<file path="src/rtl/button_hold_event_classifier_assert.svh">
// ----------------------------------------------------------------------------
// Button hold event classifier - assertion macros
// Shared concurrent assertion forms, clocked on clk_i and disabled in reset.
// ----------------------------------------------------------------------------
`ifndef BUTTON_HOLD_EVENT_CLASSIFIER_ASSERT_SVH
`define BUTTON_HOLD_EVENT_CLASSIFIER_ASSERT_SVH

// Consequent must hold in the same cycle as the antecedent
`define BHEC_ASSERT_NOW(label, ante, cons, msg) \
  label: assert property (@(posedge clk_i) disable iff (!rst_ni) (ante) |-> (cons)) \
    else $error(msg);

// Consequent must hold in the cycle after the antecedent
`define BHEC_ASSERT_NEXT(label, ante, cons, msg) \
  label: assert property (@(posedge clk_i) disable iff (!rst_ni) (ante) |=> (cons)) \
    else $error(msg);

`endif

</file>
<file path="src/rtl/bhec_pkg.sv">
// ----------------------------------------------------------------------------
// Button hold event classifier - package
// Widths, register indexes, event and hold level codes, shared types.
// ----------------------------------------------------------------------------
`default_nettype none

package bhec_pkg;

  // Sizes
  localparam int NUM_BUTTONS  = 6;
  localparam int TIME_BITS    = 32;
  localparam int BTN_BITS     = $clog2(NUM_BUTTONS + 1);
  localparam int LEVELS_W     = 6;
  localparam int NOW_W        = 32;
  localparam int CFG_IDX_BITS = 3;
  localparam int CFG_DATA_W   = 16;
  localparam int CODE_W       = 3;

  // Buttons with auto-repeat
  localparam logic [BTN_BITS-1:0] UP_BUTTON   = BTN_BITS'(4);
  localparam logic [BTN_BITS-1:0] DOWN_BUTTON = BTN_BITS'(5);

  // Register reset values
  localparam logic [CFG_DATA_W-1:0] RST_SHORT_HOLD = 16'd500;
  localparam logic [CFG_DATA_W-1:0] RST_LONG_HOLD  = 16'd1500;
  localparam logic [CFG_DATA_W-1:0] RST_VERY_HOLD  = 16'd3000;
  localparam logic [CFG_DATA_W-1:0] RST_SUPER_HOLD = 16'd6000;
  localparam logic [CFG_DATA_W-1:0] RST_SLOW_REP   = 16'd125;
  localparam logic [CFG_DATA_W-1:0] RST_FAST_REP   = 16'd20;
  localparam logic [CFG_DATA_W-1:0] RST_DEBOUNCE   = 16'd150;

  // Register indexes
  typedef enum logic [CFG_IDX_BITS-1:0] {
    CFG_SHORT_HOLD = 3'd0,
    CFG_LONG_HOLD  = 3'd1,
    CFG_VERY_HOLD  = 3'd2,
    CFG_SUPER_HOLD = 3'd3,
    CFG_SLOW_REP   = 3'd4,
    CFG_FAST_REP   = 3'd5,
    CFG_DEBOUNCE   = 3'd6,
    CFG_REPEAT_EN  = 3'd7
  } cfg_idx_e;

  // Request types
  typedef enum logic {
    REQ_POLL = 1'b0,
    REQ_STOP = 1'b1
  } req_e;

  // Event codes
  localparam logic [CODE_W-1:0] EVT_RELEASE = 3'd0;
  localparam logic [CODE_W-1:0] EVT_PRESS   = 3'd1;

  // Hold levels (threshold levels double as their event codes)
  localparam logic [CODE_W-1:0] LVL_NONE    = 3'd0;
  localparam logic [CODE_W-1:0] LVL_SHORT   = 3'd2;
  localparam logic [CODE_W-1:0] LVL_LONG    = 3'd3;
  localparam logic [CODE_W-1:0] LVL_VERY    = 3'd4;
  localparam logic [CODE_W-1:0] LVL_SUPER   = 3'd5;
  localparam logic [CODE_W-1:0] LVL_STOPPED = 3'd6;

  // Configuration register file
  typedef struct packed {
    logic [CFG_DATA_W-1:0] short_hold_ms;
    logic [CFG_DATA_W-1:0] long_hold_ms;
    logic [CFG_DATA_W-1:0] very_long_hold_ms;
    logic [CFG_DATA_W-1:0] super_long_hold_ms;
    logic [CFG_DATA_W-1:0] slow_repeat_ms;
    logic [CFG_DATA_W-1:0] fast_repeat_ms;
    logic [CFG_DATA_W-1:0] debounce_ms;
    logic                  repeat_enable;
  } cfg_t;

  // One result item
  typedef struct packed {
    logic [CODE_W-1:0] button_index;
    logic [CODE_W-1:0] event_code;
    logic [CODE_W-1:0] prior_level;
    logic              last_of_run;
  } evt_t;

endpackage

`default_nettype wire

</file>
<file path="src/rtl/bhec_if.sv">
// ----------------------------------------------------------------------------
// Button hold event classifier - channel interfaces
// Valid/ready channels for polls, events and configuration writes.
// ----------------------------------------------------------------------------
`default_nettype none

// Poll / stop request channel
interface bhec_poll_if;
  logic                          valid;
  logic                          ready;
  logic                          req_type;
  logic [bhec_pkg::LEVELS_W-1:0] button_levels;
  logic [bhec_pkg::NOW_W-1:0]    now_ms;

  modport source (output valid, output req_type, output button_levels, output now_ms,
                  input ready);
  modport sink   (input valid, input req_type, input button_levels, input now_ms,
                  output ready);
endinterface

// Event result channel
interface bhec_event_if;
  logic                        valid;
  logic                        ready;
  logic [bhec_pkg::CODE_W-1:0] button_index;
  logic [bhec_pkg::CODE_W-1:0] event_code;
  logic [bhec_pkg::CODE_W-1:0] prior_level;
  logic                        last_of_run;

  modport source (output valid, output button_index, output event_code,
                  output prior_level, output last_of_run, input ready);
  modport sink   (input valid, input button_index, input event_code,
                  input prior_level, input last_of_run, output ready);
endinterface

// Configuration write channel
interface bhec_cfg_if;
  logic                              valid;
  logic                              ready;
  logic [bhec_pkg::CFG_IDX_BITS-1:0] index;
  logic [bhec_pkg::CFG_DATA_W-1:0]   data;

  modport source (output valid, output index, output data, input ready);
  modport sink   (input valid, input index, input data, output ready);
endinterface

`default_nettype wire

</file>
<file path="src/rtl/button_hold_event_classifier.sv">
// ----------------------------------------------------------------------------
// Button hold event classifier - top level
// Turns polled button levels into press, release, hold and repeat events.
// ----------------------------------------------------------------------------
//  Channel   Dir  Payload                                        Notes
//  poll_i    in   req_type, button_levels, now_ms                poll or stop
//  event_o   out  button_index, event_code, prior_level, last    0..2 per poll
//  cfg_i     in   index, data                                    always ready
//
//  A poll is registered on transfer and fully classified in the next cycle,
//  then its 0..2 events move into a 2-entry result buffer at once.
//  The first event is valid after the poll passes from the input register
//  into the result buffer, and can transfer out from there.
//  One poll per cycle sustained while the buffer has room for its events;
//  a poll with two events leaves one at a time by the single-event-wide port.
//  The input register holds while the buffer lacks room for its events.
//  Reset: no owner, hold level none, times zero, registers at defaults.
// ----------------------------------------------------------------------------
`default_nettype none

`include "button_hold_event_classifier_assert.svh"

module button_hold_event_classifier (
  input  wire logic        clk_i,
  input  wire logic        rst_ni,
  bhec_poll_if.sink        poll_i,
  bhec_event_if.source     event_o,
  bhec_cfg_if.sink         cfg_i
);

  localparam int BB = bhec_pkg::BTN_BITS;
  localparam int TB = bhec_pkg::TIME_BITS;
  localparam int NB = bhec_pkg::NUM_BUTTONS;
  localparam int CW = bhec_pkg::CODE_W;

  // --------------------------------------------------------------------------
  // Configuration registers
  // --------------------------------------------------------------------------
  bhec_pkg::cfg_t                    cfg_q;
  logic [bhec_pkg::CFG_DATA_W-1:0]   cfg_min1;

  assign cfg_i.ready = 1'b1;
  // zero intervals and thresholds read as one
  assign cfg_min1 = (cfg_i.data == '0) ? bhec_pkg::CFG_DATA_W'(1) : cfg_i.data;

  always_ff @(posedge clk_i or negedge rst_ni) begin
    if (!rst_ni) begin
      cfg_q.short_hold_ms      <= bhec_pkg::RST_SHORT_HOLD;
      cfg_q.long_hold_ms       <= bhec_pkg::RST_LONG_HOLD;
      cfg_q.very_long_hold_ms  <= bhec_pkg::RST_VERY_HOLD;
      cfg_q.super_long_hold_ms <= bhec_pkg::RST_SUPER_HOLD;
      cfg_q.slow_repeat_ms     <= bhec_pkg::RST_SLOW_REP;
      cfg_q.fast_repeat_ms     <= bhec_pkg::RST_FAST_REP;
      cfg_q.debounce_ms        <= bhec_pkg::RST_DEBOUNCE;
      cfg_q.repeat_enable      <= 1'b1;
    end else if (cfg_i.valid) begin
      case (bhec_pkg::cfg_idx_e'(cfg_i.index))
        bhec_pkg::CFG_SHORT_HOLD: cfg_q.short_hold_ms      <= cfg_min1;
        bhec_pkg::CFG_LONG_HOLD:  cfg_q.long_hold_ms       <= cfg_min1;
        bhec_pkg::CFG_VERY_HOLD:  cfg_q.very_long_hold_ms  <= cfg_min1;
        bhec_pkg::CFG_SUPER_HOLD: cfg_q.super_long_hold_ms <= cfg_min1;
        bhec_pkg::CFG_SLOW_REP:   cfg_q.slow_repeat_ms     <= cfg_min1;
        bhec_pkg::CFG_FAST_REP:   cfg_q.fast_repeat_ms     <= cfg_min1;
        bhec_pkg::CFG_DEBOUNCE:   cfg_q.debounce_ms        <= cfg_i.data;
        bhec_pkg::CFG_REPEAT_EN:  cfg_q.repeat_enable      <= cfg_i.data[0];
        default: ;
      endcase
    end
  end

  // --------------------------------------------------------------------------
  // Input register
  // --------------------------------------------------------------------------
  logic                s1_valid_q;
  bhec_pkg::req_e      s1_req_q;
  logic [NB-1:0]       s1_levels_q;
  logic [TB-1:0]       s1_now_q;
  logic                s1_retire;
  logic                poll_xfer;

  assign poll_i.ready = !s1_valid_q || s1_retire;
  assign poll_xfer    = poll_i.valid && poll_i.ready;

  always_ff @(posedge clk_i or negedge rst_ni) begin
    if (!rst_ni) begin
      s1_valid_q <= 1'b0;
    end else if (poll_i.ready) begin
      s1_valid_q <= poll_i.valid;
    end
  end

  always_ff @(posedge clk_i) begin
    if (poll_xfer) begin
      s1_req_q    <= bhec_pkg::req_e'(poll_i.req_type);
      s1_levels_q <= poll_i.button_levels[NB-1:0];
      s1_now_q    <= poll_i.now_ms[TB-1:0];
    end
  end

  // --------------------------------------------------------------------------
  // Hold state
  // --------------------------------------------------------------------------
  logic [BB-1:0] active_q, active_d;
  logic [CW-1:0] hold_level_q, hold_level_d;
  logic [TB-1:0] press_time_q, press_time_d;
  logic [TB-1:0] repeat_time_q, repeat_time_d;

  // --------------------------------------------------------------------------
  // Classification
  // --------------------------------------------------------------------------
  logic [BB-1:0]  own_idx;
  logic           owner_present;
  logic           owner_pressed;
  logic           hold_path;
  logic [TB-1:0]  since_press;
  logic [TB-1:0]  since_repeat;
  logic           bounce;
  logic           live;
  logic           hit_short, hit_long, hit_very, hit_super;
  logic           thr_fire;
  logic [CW-1:0]  thr_level;
  logic           short_fired;
  logic           is_updown;
  logic [bhec_pkg::CFG_DATA_W-1:0] gap;
  logic           rep_fire;
  logic           rel_fire;
  logic           prs_fire;
  logic [BB-1:0]  prs_idx;
  bhec_pkg::evt_t ev_a, ev_b;
  logic           ev_a_v, ev_b_v;
  logic [1:0]     n_events;

  assign own_idx       = active_q - BB'(1);
  assign owner_present = (active_q != '0);
  assign owner_pressed = owner_present && s1_levels_q[own_idx];
  assign hold_path     = owner_pressed;

  assign since_press  = s1_now_q - press_time_q;
  assign since_repeat = s1_now_q - repeat_time_q;
  assign bounce       = since_press < TB'(cfg_q.debounce_ms);
  assign live         = (s1_req_q == bhec_pkg::REQ_POLL) && !bounce;

  // hold thresholds, highest newly passed wins
  assign hit_super = since_press >= TB'(cfg_q.super_long_hold_ms);
  assign hit_very  = since_press >= TB'(cfg_q.very_long_hold_ms);
  assign hit_long  = since_press >= TB'(cfg_q.long_hold_ms);
  assign hit_short = since_press >= TB'(cfg_q.short_hold_ms);

  always_comb begin
    thr_fire  = 1'b0;
    thr_level = hold_level_q;
    if (hit_super && hold_level_q < bhec_pkg::LVL_SUPER) begin
      thr_fire  = 1'b1;
      thr_level = bhec_pkg::LVL_SUPER;
    end else if (hit_very && hold_level_q < bhec_pkg::LVL_VERY) begin
      thr_fire  = 1'b1;
      thr_level = bhec_pkg::LVL_VERY;
    end else if (hit_long && hold_level_q < bhec_pkg::LVL_LONG) begin
      thr_fire  = 1'b1;
      thr_level = bhec_pkg::LVL_LONG;
    end else if (hit_short && hold_level_q < bhec_pkg::LVL_SHORT) begin
      thr_fire  = 1'b1;
      thr_level = bhec_pkg::LVL_SHORT;
    end
  end

  // auto-repeat on up/down; a short hold restarts the repeat clock itself
  assign short_fired = thr_fire && (thr_level == bhec_pkg::LVL_SHORT);
  assign is_updown   = (own_idx == bhec_pkg::UP_BUTTON) || (own_idx == bhec_pkg::DOWN_BUTTON);
  assign gap         = (thr_level >= bhec_pkg::LVL_LONG) ? cfg_q.fast_repeat_ms
                                                         : cfg_q.slow_repeat_ms;
  assign rep_fire    = is_updown && cfg_q.repeat_enable && (thr_level >= bhec_pkg::LVL_SHORT)
                       && !short_fired && (since_repeat >= TB'(gap));

  // release of the owner, silent when stopped
  assign rel_fire = owner_present && !owner_pressed
                    && (hold_level_q != bhec_pkg::LVL_STOPPED);

  // lowest pressed button after the owner (or any, with no owner)
  always_comb begin
    prs_fire = 1'b0;
    prs_idx  = '0;
    for (int i = NB - 1; i >= 0; i--) begin
      if (s1_levels_q[i] && !owner_pressed && (!owner_present || BB'(i) > own_idx)) begin
        prs_fire = 1'b1;
        prs_idx  = BB'(i);
      end
    end
  end

  // pack up to two events in scan order
  always_comb begin
    if (hold_path) begin
      ev_a = thr_fire ? '{own_idx, thr_level, hold_level_q, 1'b0}
                      : '{own_idx, bhec_pkg::EVT_PRESS, thr_level, 1'b0};
      ev_b   = '{own_idx, bhec_pkg::EVT_PRESS, thr_level, 1'b1};
      ev_a_v = live && (thr_fire || rep_fire);
      ev_b_v = live && thr_fire && rep_fire;
    end else begin
      ev_a = rel_fire ? '{own_idx, bhec_pkg::EVT_RELEASE, hold_level_q, 1'b0}
                      : '{prs_idx, bhec_pkg::EVT_PRESS, bhec_pkg::LVL_NONE, 1'b0};
      ev_b   = '{prs_idx, bhec_pkg::EVT_PRESS, bhec_pkg::LVL_NONE, 1'b1};
      ev_a_v = live && (rel_fire || prs_fire);
      ev_b_v = live && rel_fire && prs_fire;
    end
    ev_a.last_of_run = !ev_b_v;
    n_events = ev_b_v ? 2'd2 : (ev_a_v ? 2'd1 : 2'd0);
  end

  // next hold state
  always_comb begin
    active_d      = active_q;
    hold_level_d  = hold_level_q;
    press_time_d  = press_time_q;
    repeat_time_d = repeat_time_q;
    if (s1_req_q == bhec_pkg::REQ_STOP) begin
      hold_level_d = bhec_pkg::LVL_STOPPED;
    end else if (!bounce) begin
      if (hold_path) begin
        hold_level_d = thr_level;
        if (short_fired || rep_fire) begin
          repeat_time_d = s1_now_q;
        end
      end else begin
        if (owner_present) begin
          active_d     = '0;
          hold_level_d = bhec_pkg::LVL_NONE;
        end
        if (prs_fire) begin
          active_d     = prs_idx + BB'(1);
          hold_level_d = bhec_pkg::LVL_NONE;
          press_time_d = s1_now_q;
        end
      end
    end
  end

  always_ff @(posedge clk_i or negedge rst_ni) begin
    if (!rst_ni) begin
      active_q      <= '0;
      hold_level_q  <= bhec_pkg::LVL_NONE;
      press_time_q  <= '0;
      repeat_time_q <= '0;
    end else if (s1_retire) begin
      active_q      <= active_d;
      hold_level_q  <= hold_level_d;
      press_time_q  <= press_time_d;
      repeat_time_q <= repeat_time_d;
    end
  end

  // --------------------------------------------------------------------------
  // Result buffer, two entries
  // --------------------------------------------------------------------------
  bhec_pkg::evt_t fifo_q [2];
  logic           rd_ptr_q;
  logic [1:0]     cnt_q;
  logic           wr_ptr;
  logic           pop;
  logic [1:0]     free_slots;
  logic           push_a, push_b;

  assign pop        = event_o.valid && event_o.ready;
  assign free_slots = 2'd2 - cnt_q + {1'b0, pop};
  assign s1_retire  = s1_valid_q && (n_events <= free_slots);
  assign wr_ptr     = rd_ptr_q ^ cnt_q[0];
  assign push_a     = s1_retire && ev_a_v;
  assign push_b     = s1_retire && ev_b_v;

  always_ff @(posedge clk_i or negedge rst_ni) begin
    if (!rst_ni) begin
      rd_ptr_q <= 1'b0;
      cnt_q    <= 2'd0;
    end else begin
      rd_ptr_q <= rd_ptr_q ^ pop;
      cnt_q    <= cnt_q - {1'b0, pop} + (s1_retire ? n_events : 2'd0);
    end
  end

  always_ff @(posedge clk_i) begin
    if (push_a) begin
      fifo_q[wr_ptr] <= ev_a;
    end
    if (push_b) begin
      fifo_q[~wr_ptr] <= ev_b;
    end
  end

  // output drive
  assign event_o.valid        = (cnt_q != 2'd0);
  assign event_o.button_index = fifo_q[rd_ptr_q].button_index;
  assign event_o.event_code   = fifo_q[rd_ptr_q].event_code;
  assign event_o.prior_level  = fifo_q[rd_ptr_q].prior_level;
  assign event_o.last_of_run  = fifo_q[rd_ptr_q].last_of_run;

  // --------------------------------------------------------------------------
  // Assertions
  // --------------------------------------------------------------------------
  `BHEC_ASSERT_NEXT(a_stop_sets_stopped, s1_retire && (s1_req_q == bhec_pkg::REQ_STOP), hold_level_q == bhec_pkg::LVL_STOPPED, "stop request did not mark hold stopped")
  `BHEC_ASSERT_NOW(a_owner_in_range, 1'b1, active_q <= BB'(NB), "owner index out of range")
  `BHEC_ASSERT_NOW(a_idle_level, active_q == '0, (hold_level_q == bhec_pkg::LVL_NONE) || (hold_level_q == bhec_pkg::LVL_STOPPED), "hold level set with no owner")
  `BHEC_ASSERT_NOW(a_buffer_bound, 1'b1, cnt_q <= 2'd2, "result buffer overfilled")

endmodule

`default_nettype wire
</file>
<file path="src/flat_wrapper.sv">
// flat-port wrapper written by rule: the top's interface ports become plain ports
module button_hold_event_classifier_flat 
  (clk_i, rst_ni, poll_i_valid, poll_i_req_type, poll_i_button_levels, poll_i_now_ms, poll_i_ready, event_o_valid, event_o_button_index, event_o_event_code, event_o_prior_level, event_o_last_of_run, event_o_ready, cfg_i_valid, cfg_i_index, cfg_i_data, cfg_i_ready);
  bhec_poll_if poll_i_i ();
  bhec_event_if event_o_i ();
  bhec_cfg_if cfg_i_i ();
  input  wire logic clk_i;
  input  wire logic rst_ni;
  input wire logic [$bits(poll_i_i.valid)-1:0] poll_i_valid;
  input wire logic [$bits(poll_i_i.req_type)-1:0] poll_i_req_type;
  input wire logic [$bits(poll_i_i.button_levels)-1:0] poll_i_button_levels;
  input wire logic [$bits(poll_i_i.now_ms)-1:0] poll_i_now_ms;
  output wire logic [$bits(poll_i_i.ready)-1:0] poll_i_ready;
  output wire logic [$bits(event_o_i.valid)-1:0] event_o_valid;
  output wire logic [$bits(event_o_i.button_index)-1:0] event_o_button_index;
  output wire logic [$bits(event_o_i.event_code)-1:0] event_o_event_code;
  output wire logic [$bits(event_o_i.prior_level)-1:0] event_o_prior_level;
  output wire logic [$bits(event_o_i.last_of_run)-1:0] event_o_last_of_run;
  input wire logic [$bits(event_o_i.ready)-1:0] event_o_ready;
  input wire logic [$bits(cfg_i_i.valid)-1:0] cfg_i_valid;
  input wire logic [$bits(cfg_i_i.index)-1:0] cfg_i_index;
  input wire logic [$bits(cfg_i_i.data)-1:0] cfg_i_data;
  output wire logic [$bits(cfg_i_i.ready)-1:0] cfg_i_ready;
  assign poll_i_i.valid = poll_i_valid;
  assign poll_i_i.req_type = poll_i_req_type;
  assign poll_i_i.button_levels = poll_i_button_levels;
  assign poll_i_i.now_ms = poll_i_now_ms;
  assign poll_i_ready = poll_i_i.ready;
  assign event_o_valid = event_o_i.valid;
  assign event_o_button_index = event_o_i.button_index;
  assign event_o_event_code = event_o_i.event_code;
  assign event_o_prior_level = event_o_i.prior_level;
  assign event_o_last_of_run = event_o_i.last_of_run;
  assign event_o_i.ready = event_o_ready;
  assign cfg_i_i.valid = cfg_i_valid;
  assign cfg_i_i.index = cfg_i_index;
  assign cfg_i_i.data = cfg_i_data;
  assign cfg_i_ready = cfg_i_i.ready;
  button_hold_event_classifier u_core (.clk_i(clk_i), .rst_ni(rst_ni), .poll_i(poll_i_i), .event_o(event_o_i), .cfg_i(cfg_i_i));
endmodule
</file>
<file path="config.mk">
export PLATFORM = sky130hd
export DESIGN_NAME = button_hold_event_classifier_flat
export DESIGN_NICKNAME = d
export VERILOG_FILES = /design/src/rtl/bhec_pkg.sv /design/src/rtl/bhec_if.sv /design/src/rtl/button_hold_event_classifier.sv /design/src/flat_wrapper.sv
export VERILOG_INCLUDE_DIRS = /design/src /design/src/rtl
export SDC_FILE = /design/constraint.sdc
export NUM_CORES = 1
export LEC_CHECK = 0
export ABC_AREA = 0
export BUFFER_PORTS_ARGS = -buffer_cell sky130_fd_sc_hd__buf_4
export CAP_MARGIN = 10
export CORE_ASPECT_RATIO = 1.25
export CORE_UTILIZATION = 34
export DETAILED_ROUTE_END_ITERATION = 7
export PLACE_DENSITY = 0.47
export SLEW_MARGIN = 5
export SYNTH_ARGS = -nofsm -noshare
export SYNTH_HDL_FRONTEND = slang
export SYNTH_SLANG_ARGS = --single-unit
</file>
<file path="constraint.sdc">
create_clock -name clk_i -period 12 [get_ports clk_i]
set_clock_uncertainty 0.15 [all_clocks]
set_input_delay 2.4 -clock clk_i [delete_from_list [all_inputs] [get_ports clk_i]]
set_output_delay 2.4 -clock clk_i [all_outputs]
set_load 0.01 [all_outputs]
</file>
# Word level (Yosys, flattened, before mapping)
# Memory sizes are Yosys's and may differ from the RTL's.
# Cells that the tools add are included.
word_totals:
  ramBits: 20
  memories: 1
  in_bits: 63
  out_inout_bits: 13
  elab_cells: 179
  reg_bits: 226
memory_table:
  columns: ["name", "words", "width", "read_ports", "rd_ports_with_merged_regs", "write_ports", "line_no", "rtl"]
  rows:
  - ["u_core.fifo_q", 2, 10, 1, 0, 2, "button_hold_event_classifier.sv:255", "bhec_pkg::evt_t fifo_q [2];"]
classes:
  mux: 43
  n_bitwise: 6
  add_sub_neg: 8
  n_lt_le_gt_ge: 20
  n_eq_ne: 12
  n_reduce_logical: 71
ops:
  columns: ["cell", "count"]
  rows:
  - ["$ge A32 B16 Y1", 5]
  - ["$sub A32 B32 Y32", 2]
  - ["$mux W3", 16]
  - ["$logic_and A1 B1 Y1", 36]
  - ["$lt A32 B16 Y1", 1]
  - ["$mux W16", 2]
  - ["$mux W10", 3]
  - ["$eq A3 B3 Y1 const B", 6]
  - ["$mux W1", 18]
  - ["$logic_not A16 Y1", 1]
  - ["$reduce_and A2 Y1", 8]
  - ["$reduce_and A5 Y1", 3]
  - ["$logic_or A1 B1 Y1", 11]
  - ["$eq A3 B2 Y1 const B", 3]
  - ["$mux W7", 1]
  - ["$ge A3 B2 Y1 const B", 2]
  - ["$gt A1 B3 Y1 const A", 2]
  - ["$gt A2 B3 Y1 const A", 2]
  - ["$gt A3 B3 Y1 const A", 2]
  - ["$logic_not A1 Y1", 6]
  - ["$lt A3 B2 Y1 const B", 2]
  - ["$lt A3 B3 Y1 const B", 2]
  - ["$lt A3 B4 Y1 const B", 1]
  - ["$mux W2", 2]
  - ["other kinds (18)", 23]

# Logic depth before layout (Yosys ltp)
# Gate-level depths: netlist of the first run.
depth:
  depth_word: 23
  depth_mapped: 47
  depth_no_buf: 46

# Least setup slack after synthesis of the first run
# OpenSTA, ideal clock, no wires.
synth_timing:
  path_type: "flip-flop to output port"
  startpoint: "register u_core.s1_now_q[4]"
  endpoint: "output port poll_i_ready"
  path_stages_with_launch: 36
  arrival_time_ps: 7770
  n_path_buf: 2
  path_slack_ps: 1680
  t_required_ps: 9450
  cell_sequence: "edfxtp_1 -> ha_1 -> a21o_1 -> a21oi_1 -> a211oi_2 -> or3_2 -> xor2_1 -> ha_1 -> a2111o_1 -> a211oi_1 -> o21ai_0 -> and2_1 -> nor3_1 -> nand2_1 -> nor2_2 -> buf_2 -> mux2i_1 -> ha_1 -> a2111oi_0 -> nor3_1 -> o221ai_1 -> a21oi_1 -> a2111oi_0 -> nand4b_1 -> nor4bb_1 -> and4_1 -> a211oi_2 -> or4b_1 -> buf_2 -> and2_1 -> nand2b_1 -> ha_1 -> nand2_1 -> o21ai_0 -> inv_1 -> nand2_1"
synth_between:
  elab_chain_len: 20
  elab_cells_between_ends: 45
  cone_classes: "2 x add/sub; 9 x order compare; 1 x eq/ne; 13 x mux; 20 x reduce/logical"
synth_lines:
  columns: ["item", "line_no", "rtl"]
  rows:
  - ["start, declared", "button_hold_event_classifier.sv:77", "logic [TB-1:0] s1_now_q;"]
  - ["start signal, assigned", "button_hold_event_classifier.sv:96", "s1_now_q <= poll_i.now_ms[TB-1:0];"]
  - ["parallel branches: the longest is 16 deep, another holds $sub A32 B32 Y32", null, null]
  - ["$mux W2 (*)", "button_hold_event_classifier.sv:207", "n_events = ev_b_v ? 2'd2 : (ev_a_v ? 2'd1 : 2'd0);"]
  - ["$le A2 B2 Y1 (*)", "button_hold_event_classifier.sv:265", "assign s1_retire = s1_valid_q && (n_events <= free_slots);"]
  - ["$logic_and A1 B1 Y1 (*)", "button_hold_event_classifier.sv:265", null]
  - ["$logic_or A1 B1 Y1 (*)", "button_hold_event_classifier.sv:81", "assign poll_i.ready = !s1_valid_q || s1_retire;"]
  - ["end, declared", "flat_wrapper.sv:13", "output wire logic [$bits(poll_i_i.ready)-1:0] poll_i_ready;"]
# Mark *: on every way between the ends.

# Final worst setup path of the first run
layout_timing:
  startpoint: "register u_core.s1_now_q[0]"
  endpoint: "output port poll_i_ready"
# Same word-level chain as after synthesis.

==> flow_summary_export.csv, run 1 <==
group,metric,value,unit
finish,multiInputGateArea,9090,um2
timing,relSlewSlack,0.274,
run_status,status,"finished clean",
timing,period_share,0.954,
timing,fmax,87.3,MHz
job,cap_violations,0,
cts,clk_pin_slew,0.06,ns
cts,clock_sinks,246,
yosys,synthCells,1700,
grt,grt_antenna_before_repair,0,
finish,layout_commonest_cell,"inv_1",
timing,hold_viol_final,0,
yosys,synth.ff_latch_count,246,
cts,ctsHoldBuffers,0,
placement,placedCellCount,2370,
routing,drt_pass1_iterations,5,
routing,wl,44200,um
worst_setup_path,endpoint_kind,"output pin",
routing,drt-vias-per-instance,5.13,
worst_setup_path,crit_arrival,8.90,ns
yosys,synth.avg_cell_area,9.57,um2
worst_setup_path,crit_required,9.45,ns
floorplanning,die_h,247,um
timing,rsz0062_at_grt,"false",
worst_hold_path,hold_class,"reg2reg",
cts,cts_root_buffer,"clkbuf_16",
grt,grt_pass1_wl,69200,um
yosys,ys_seq_area_frac,0.395,
routing,drc,0,
floorplanning,core,47200,um2
finish,syn_to_final_growth,15.1,%
floorplanning,start_util,0.345,
grt,grt_use_total,0.182,
floorplanning,num_rows,89,
grt,grt_pass1_vias,12300,
timing,finalSetupViolations,0,
routing,post_drt_wl_per_cell,18.2,um
timing,worst_pin_slew,1.08,ns
yosys,ys.flop_type,"dfrtp_1",
worst_setup_path,critPathTopFamily,"simple AND/OR/NAND/NOR gates",
yosys,synth_top_area_frac,0.226,
finish,layout_common_cells,"172 x inv_1, 169 x nand2_1, 167 x ha_1",
floorplanning,die_area,48700,um2
worst_setup_path,path_class,"reg2out",
worst_setup_path,slowest_stage,"or4b_4",
worst_setup_path,path_max_fanout,7,
yosys,ys_types,91,
worst_setup_path,crit_path_frequent_cell,"ha_1",
timing,maxSlewViolCount,0,
finish,seqCellArea,6420,um2
routing,routed-via-count,12500,
timing,setup_tns,0,ns
yosys,synth_edf_count,51,
placement,place_congestion,0.888,
yosys,synth.largest_area_cell,"dfrtp_1",
timing,period_minus_slack,11.45,ns
finish,fillers,4820,
cts,cts_tree,"built",
worst_setup_path,critPathLaunchType,"flip-flop",
placement,io_buffers,74,
finish,n_antenna_cell,0,
routing,drtIter0Drc,562,
yosys,synth-async-reset-ratio,0.760,
worst_setup_path,slowest_delay,0.61,ns
cts,insertion_delay,0.59,ns
cts,clock_path_buffers,3,
yosys,synthTopCellsByArea,"dfrtp_1 23%, ha_1 13%, edfxtp_1 9.4%",
routing,antenna_left,0,
floorplanning,fp.dieW,198,um
finish,nets,2000,
yosys,ys_warn_count,0,
floorplanning,ios,76,
yosys,syn_nets,1932,
worst_setup_path,cp_num_buf_inv,4,
yosys,netlist_area,16300,um2
grt,grt_max_degree,81,
cts,htreeDepth,1,
placement,hpwl,33700,um
grt,grt_overflow,0,
finish,drive_gt1_frac,0.188,
cts,cts_made_buffers,30,
finish,fin_cells,2429,
[per-stage QoR]
step | hold slack, ns | cell area [um2] | utilization | setup slack (ns)
after CTS | 0.320 | 18600 | 0.394 | 0.0221
final | 0.318 | 18700 | 0.396 | 0.552
after global routing | 0.348 | 18700 | 0.396 | 0.0241
after global placement | 0.293 | 17500 | 0.371 | 0.670
after detailed placement | 0.305 | 17500 | 0.371 | 0.327
after floorplan | 0.277 | 16300 | - | 1.68
[cell type report]
| class | instances | share of cell area |
|---|---|---|
| Multi-Input combinational cell | 1223 | 0.486 |
| Sequential cell | 246 | 0.343 |
| Clock buffer | 36 | 0.0429 |
| Tap cell | 637 | 0.0426 |
| Timing Repair Buffer | 94 | 0.0380 |
| Inverter | 173 | 0.0347 |
| Clock inverter | 20 | 0.0131 |
[state kept, by name, summed over array words and instances, names as in the netlist]
signal	flops
u_core.repeat_time_q	32
u_core.s1_now_q	32
u_core.active_q	3
u_core.cfg_q	113
u_core.hold_level_q	3
u_core.rd_ptr_q	1
u_core.fifo_q	20
u_core.s1_req_q	1
u_core.s1_valid_q	1
u_core.cnt_q	2
u_core.s1_levels_q	6
u_core.press_time_q	32
[kinds of logic (layout without fill, tap and decap cells)]
logic type,after synthesis,after routing,synth area share
mux,128,128,0.0878
xor+xnor,55,55,0.0296
fa+ha+maj,169,169,0.131
compound gates,448,448,0.175
simple gates,422,422,0.126
buf+inv,231,323,0.0553
flops,246,246,0.395
other cells,1,1,0.000230
[final timing paths]
| kind | to | depth (start not counted) | slack (ns) | start |
|---|---|---|---|---|
| max | poll_i_ready | 37 | 0.55 | u_core.s1_now_q[0]$_DFFE_PP_ |
| min | u_core.fifo_q[1][5]$_SDFFE_PN0P_ | 1 | 0.32 | u_core.fifo_q[1][5]$_SDFFE_PN0P_ |
| max reg2reg | u_core.fifo_q[0][3]$_DFFE_PP_ | 39 | 1.57 | u_core.s1_now_q[0]$_DFFE_PP_ |
| min reg2reg | u_core.fifo_q[1][5]$_SDFFE_PN0P_ | 1 | 0.32 | u_core.fifo_q[1][5]$_SDFFE_PN0P_ |
| max in group asynchronous | u_core.press_time_q[19]$_DFFE_PN0P_ | 2 | 8.52 | rst_ni |
| min in group asynchronous | u_core.cfg_q[4]$_DFFE_PN0P_ | 1 | 1.72 | rst_ni |
[routing by layer]
layer  global-route usage  share of wire  up-vias  wire length, um
met3               0.0203          0.031       56             1370
met4               0.0497          0.025        0             1100
met1                0.225           0.44     5987            19500
met5                    0              0        -                0
li1                     -              -     6237                -
met2                0.330           0.50      183            22200
[synth_stat cells, drive strengths merged, types with 5 or more instances]
master   count
nor2b        8
o21ai      150
o211a        6
nand4b       5
xnor2       32
nand4       31
nor2        75
a211oi      21
dfrtp      147
or3          5
a21o        31
and3         5
mux2i       19
mux2       108
buf         19
nor3        32
and2        16
o22ai        8
inv        173
clkbuf      39
dfxtp        8
nand3       19
nand3b       5
a31oi        7
o21a        20
nand2      169
a2111oi      6
a21boi       7
nor3b        5
dfstp       40
o211ai      21
edfxtp      51
xor2        23
nor4        10
o2111ai      6
o31ai        8
a21oi      107
nand2b      21
ha         167
[what timing repair did]
item / in CTS / in global routing
pin swaps: 1 / 2
buffers inserted: 1 / 2
gates resized for setup: 4 / 20
setup endpoints to repair: 1 / 1
Power of run 1 is left out: the tool's default activity adds up to more than one toggle a clock period on the data nets, which glitch-free logic cannot reach.
==> run 2, diff against run 1 <==
==> constraint.sdc (replaced) <==
create_clock -name clk_i -period 12 [get_ports clk_i]
set_clock_uncertainty 0.15 [all_clocks]
set_input_delay 1.2 -clock clk_i [delete_from_list [all_inputs] [get_ports clk_i]]
set_output_delay 1.2 -clock clk_i [all_outputs]
set_load 0.01 [all_outputs]
==> run 2 against run 1 <==
Routed wire length down 1.3%. Maximum frequency up 3.8%. Sequential share of layout area up 0.25 points. Worst hold slack worse by 0.012 ns. Sequential cell count unchanged. Critical path type unchanged.
==> flow_summary_export.csv, run 2 (synthesis results as in run 1) <==
group,metric,value,unit
run_status,status,"finished clean",
finish,largest_register,"u_core.cfg_q",
routing,routed-via-count,12500,
routing,drt_pass1_iterations,4,
grt,grt_antenna_before_repair,0,
cts,clock_path_buffers,3,
cts,insertion_delay,0.57,ns
floorplanning,fp.dieW,198,um
cts,clk_pin_slew,0.06,ns
placement,placed_area,17500,um2
finish,drive_gt1_frac,0.181,
finish,nets,1995,
routing,drt-vias-per-instance,5.17,
grt,grt_use_met1,0.228,
floorplanning,ios,76,
grt,met3_usage,0.0189,
grt,grt_pass1_wl,69800,um
placement,place_congestion,0.883,
grt,grt_pass1_vias,12500,
routing,drc,0,
grt,grt.busiest_layer,"met2",
grt,grt_overflow,0,
floorplanning,num_rows,89,
worst_setup_path,path_class,"reg2out",
timing,worst_pin_slew,1.08,ns
finish,syn_to_final_growth,14.2,%
floorplanning,start_util,0.345,
cts,cts_setup_buffers,0,
cts,htreeDepth,1,
worst_setup_path,crit_path_frequent_cell,"ha_1",
cts,clock_sinks,246,
placement,hpwl,33500,um
worst_setup_path,critPathTopFamily,"simple AND/OR/NAND/NOR gates",
finish,final_area,18600,um2
placement,io_buffers,74,
job,cap_violations,0,
timing,finalSetupViolations,0,
timing,fmax,90.7,MHz
timing,hold_viol_final,0,
worst_setup_path,cp_num_buf_inv,3,
cts,ctsHoldBuffers,0,
grt,grt_max_degree,74,
grt,grt_use_total,0.182,
worst_setup_path,crit_arrival,9.68,ns
cts,cts_made_buffers,29,
worst_setup_path,slowest_delay,0.70,ns
worst_setup_path,crit_required,10.65,ns
routing,wl,43600,um
timing,setup_tns,0,ns
routing,antenna_left,0,
timing,relSlewSlack,0.282,
cts,post_cts_resized,0,
floorplanning,die_h,247,um
floorplanning,die_area,48700,um2
cts,cts_tree,"built",
timing,period_minus_slack,11.03,ns
routing,post_drt_wl_per_cell,18.0,um
finish,layout_commonest_cell,"inv_1",
worst_setup_path,slowest_stage,"or4b_1",
floorplanning,core,47200,um2
worst_setup_path,endpoint_kind,"output pin",
timing,maxSlewViolCount,0,
finish,n_antenna_cell,0,
timing,period_share,0.919,
grt,grt_util_met2,0.330,
finish,layout_common_cells,"172 x inv_1, 169 x nand2_1, 167 x ha_1",
worst_setup_path,critPathLaunchType,"flip-flop",
timing,rsz0062_at_grt,"false",
finish,largest_reg_flops,113,
routing,drtIter0Drc,574,
worst_setup_path,path_max_fanout,10,
finish,fillers,4782,
worst_hold_path,hold_class,"reg2reg",
cts,cts_root_buffer,"clkbuf_16",
[run 2: worst register-to-register path, delay by kind of cell, from the launching register on]
| kind | cells | cell delay, ns |
|---|---|---|
| muxes | 1 | 0.21 |
| DFF | 1 | 0.43 |
| xor gates and xnor gates | 1 | 0.46 |
| buffers and inverters | 1 | 0.27 |
| AOI/OAI and AO/OA | 14 | 3.32 |
| and+or+nand+nor | 17 | 4.70 |
| adders and majority gates | 4 | 1.10 |
[run 2: through the flow]
step,cells,utilization,setup WS (ns),hold slack [ns]
after global placement,2368,0.371,1.06,0.293
after detailed placement,2368,0.371,0.610,0.297
final,2423,0.394,0.974,0.306
after global routing,2423,0.394,0.0761,0.325
after CTS,2422,0.393,0.564,0.312
after floorplan,1700,-,2.66,0.277
[run 2: worst paths after layout]
check | startpoint | to | slack (ns) | cells past startpoint
hold reg to reg | u_core.fifo_q[1][5]$_SDFFE_PN0P_ | u_core.fifo_q[1][5]$_SDFFE_PN0P_ | 0.31 | 1
setup / recovery | u_core.s1_now_q[4]$_DFFE_PP_ | poll_i_ready | 0.97 | 35
setup reg to reg | u_core.s1_now_q[4]$_DFFE_PP_ | u_core.fifo_q[1][8]$_DFFE_PP_ | 1.19 | 38
max in group asynchronous | rst_ni | u_core.repeat_time_q[10]$_DFFE_PN0P_ | 9.77 | 2
min in group asynchronous | rst_ni | u_core.cfg_q[4]$_DFFE_PN0P_ | 0.50 | 1
hold / removal | u_core.fifo_q[1][5]$_SDFFE_PN0P_ | u_core.fifo_q[1][5]$_SDFFE_PN0P_ | 0.31 | 1
[run 2: layout make-up]
cell class                 count  area, um2  area share
clock buffer                  38        863      0.0465
clock inverter                16        173     0.00929
inverter                     173        649      0.0349
multi-input combinational   1223       9000       0.484
sequential                   246       6420       0.345
tap                          637        797      0.0429
timing repair buffer          90        686      0.0369
[run 2: metal layers]
metal  routed length (um)  vias up
met4                  813        0
met2                22400      174
met1                19200     6059
li1                     -     6238
met3                 1240       55
met5                    0        -
Power of run 2 is left out for the same reason.
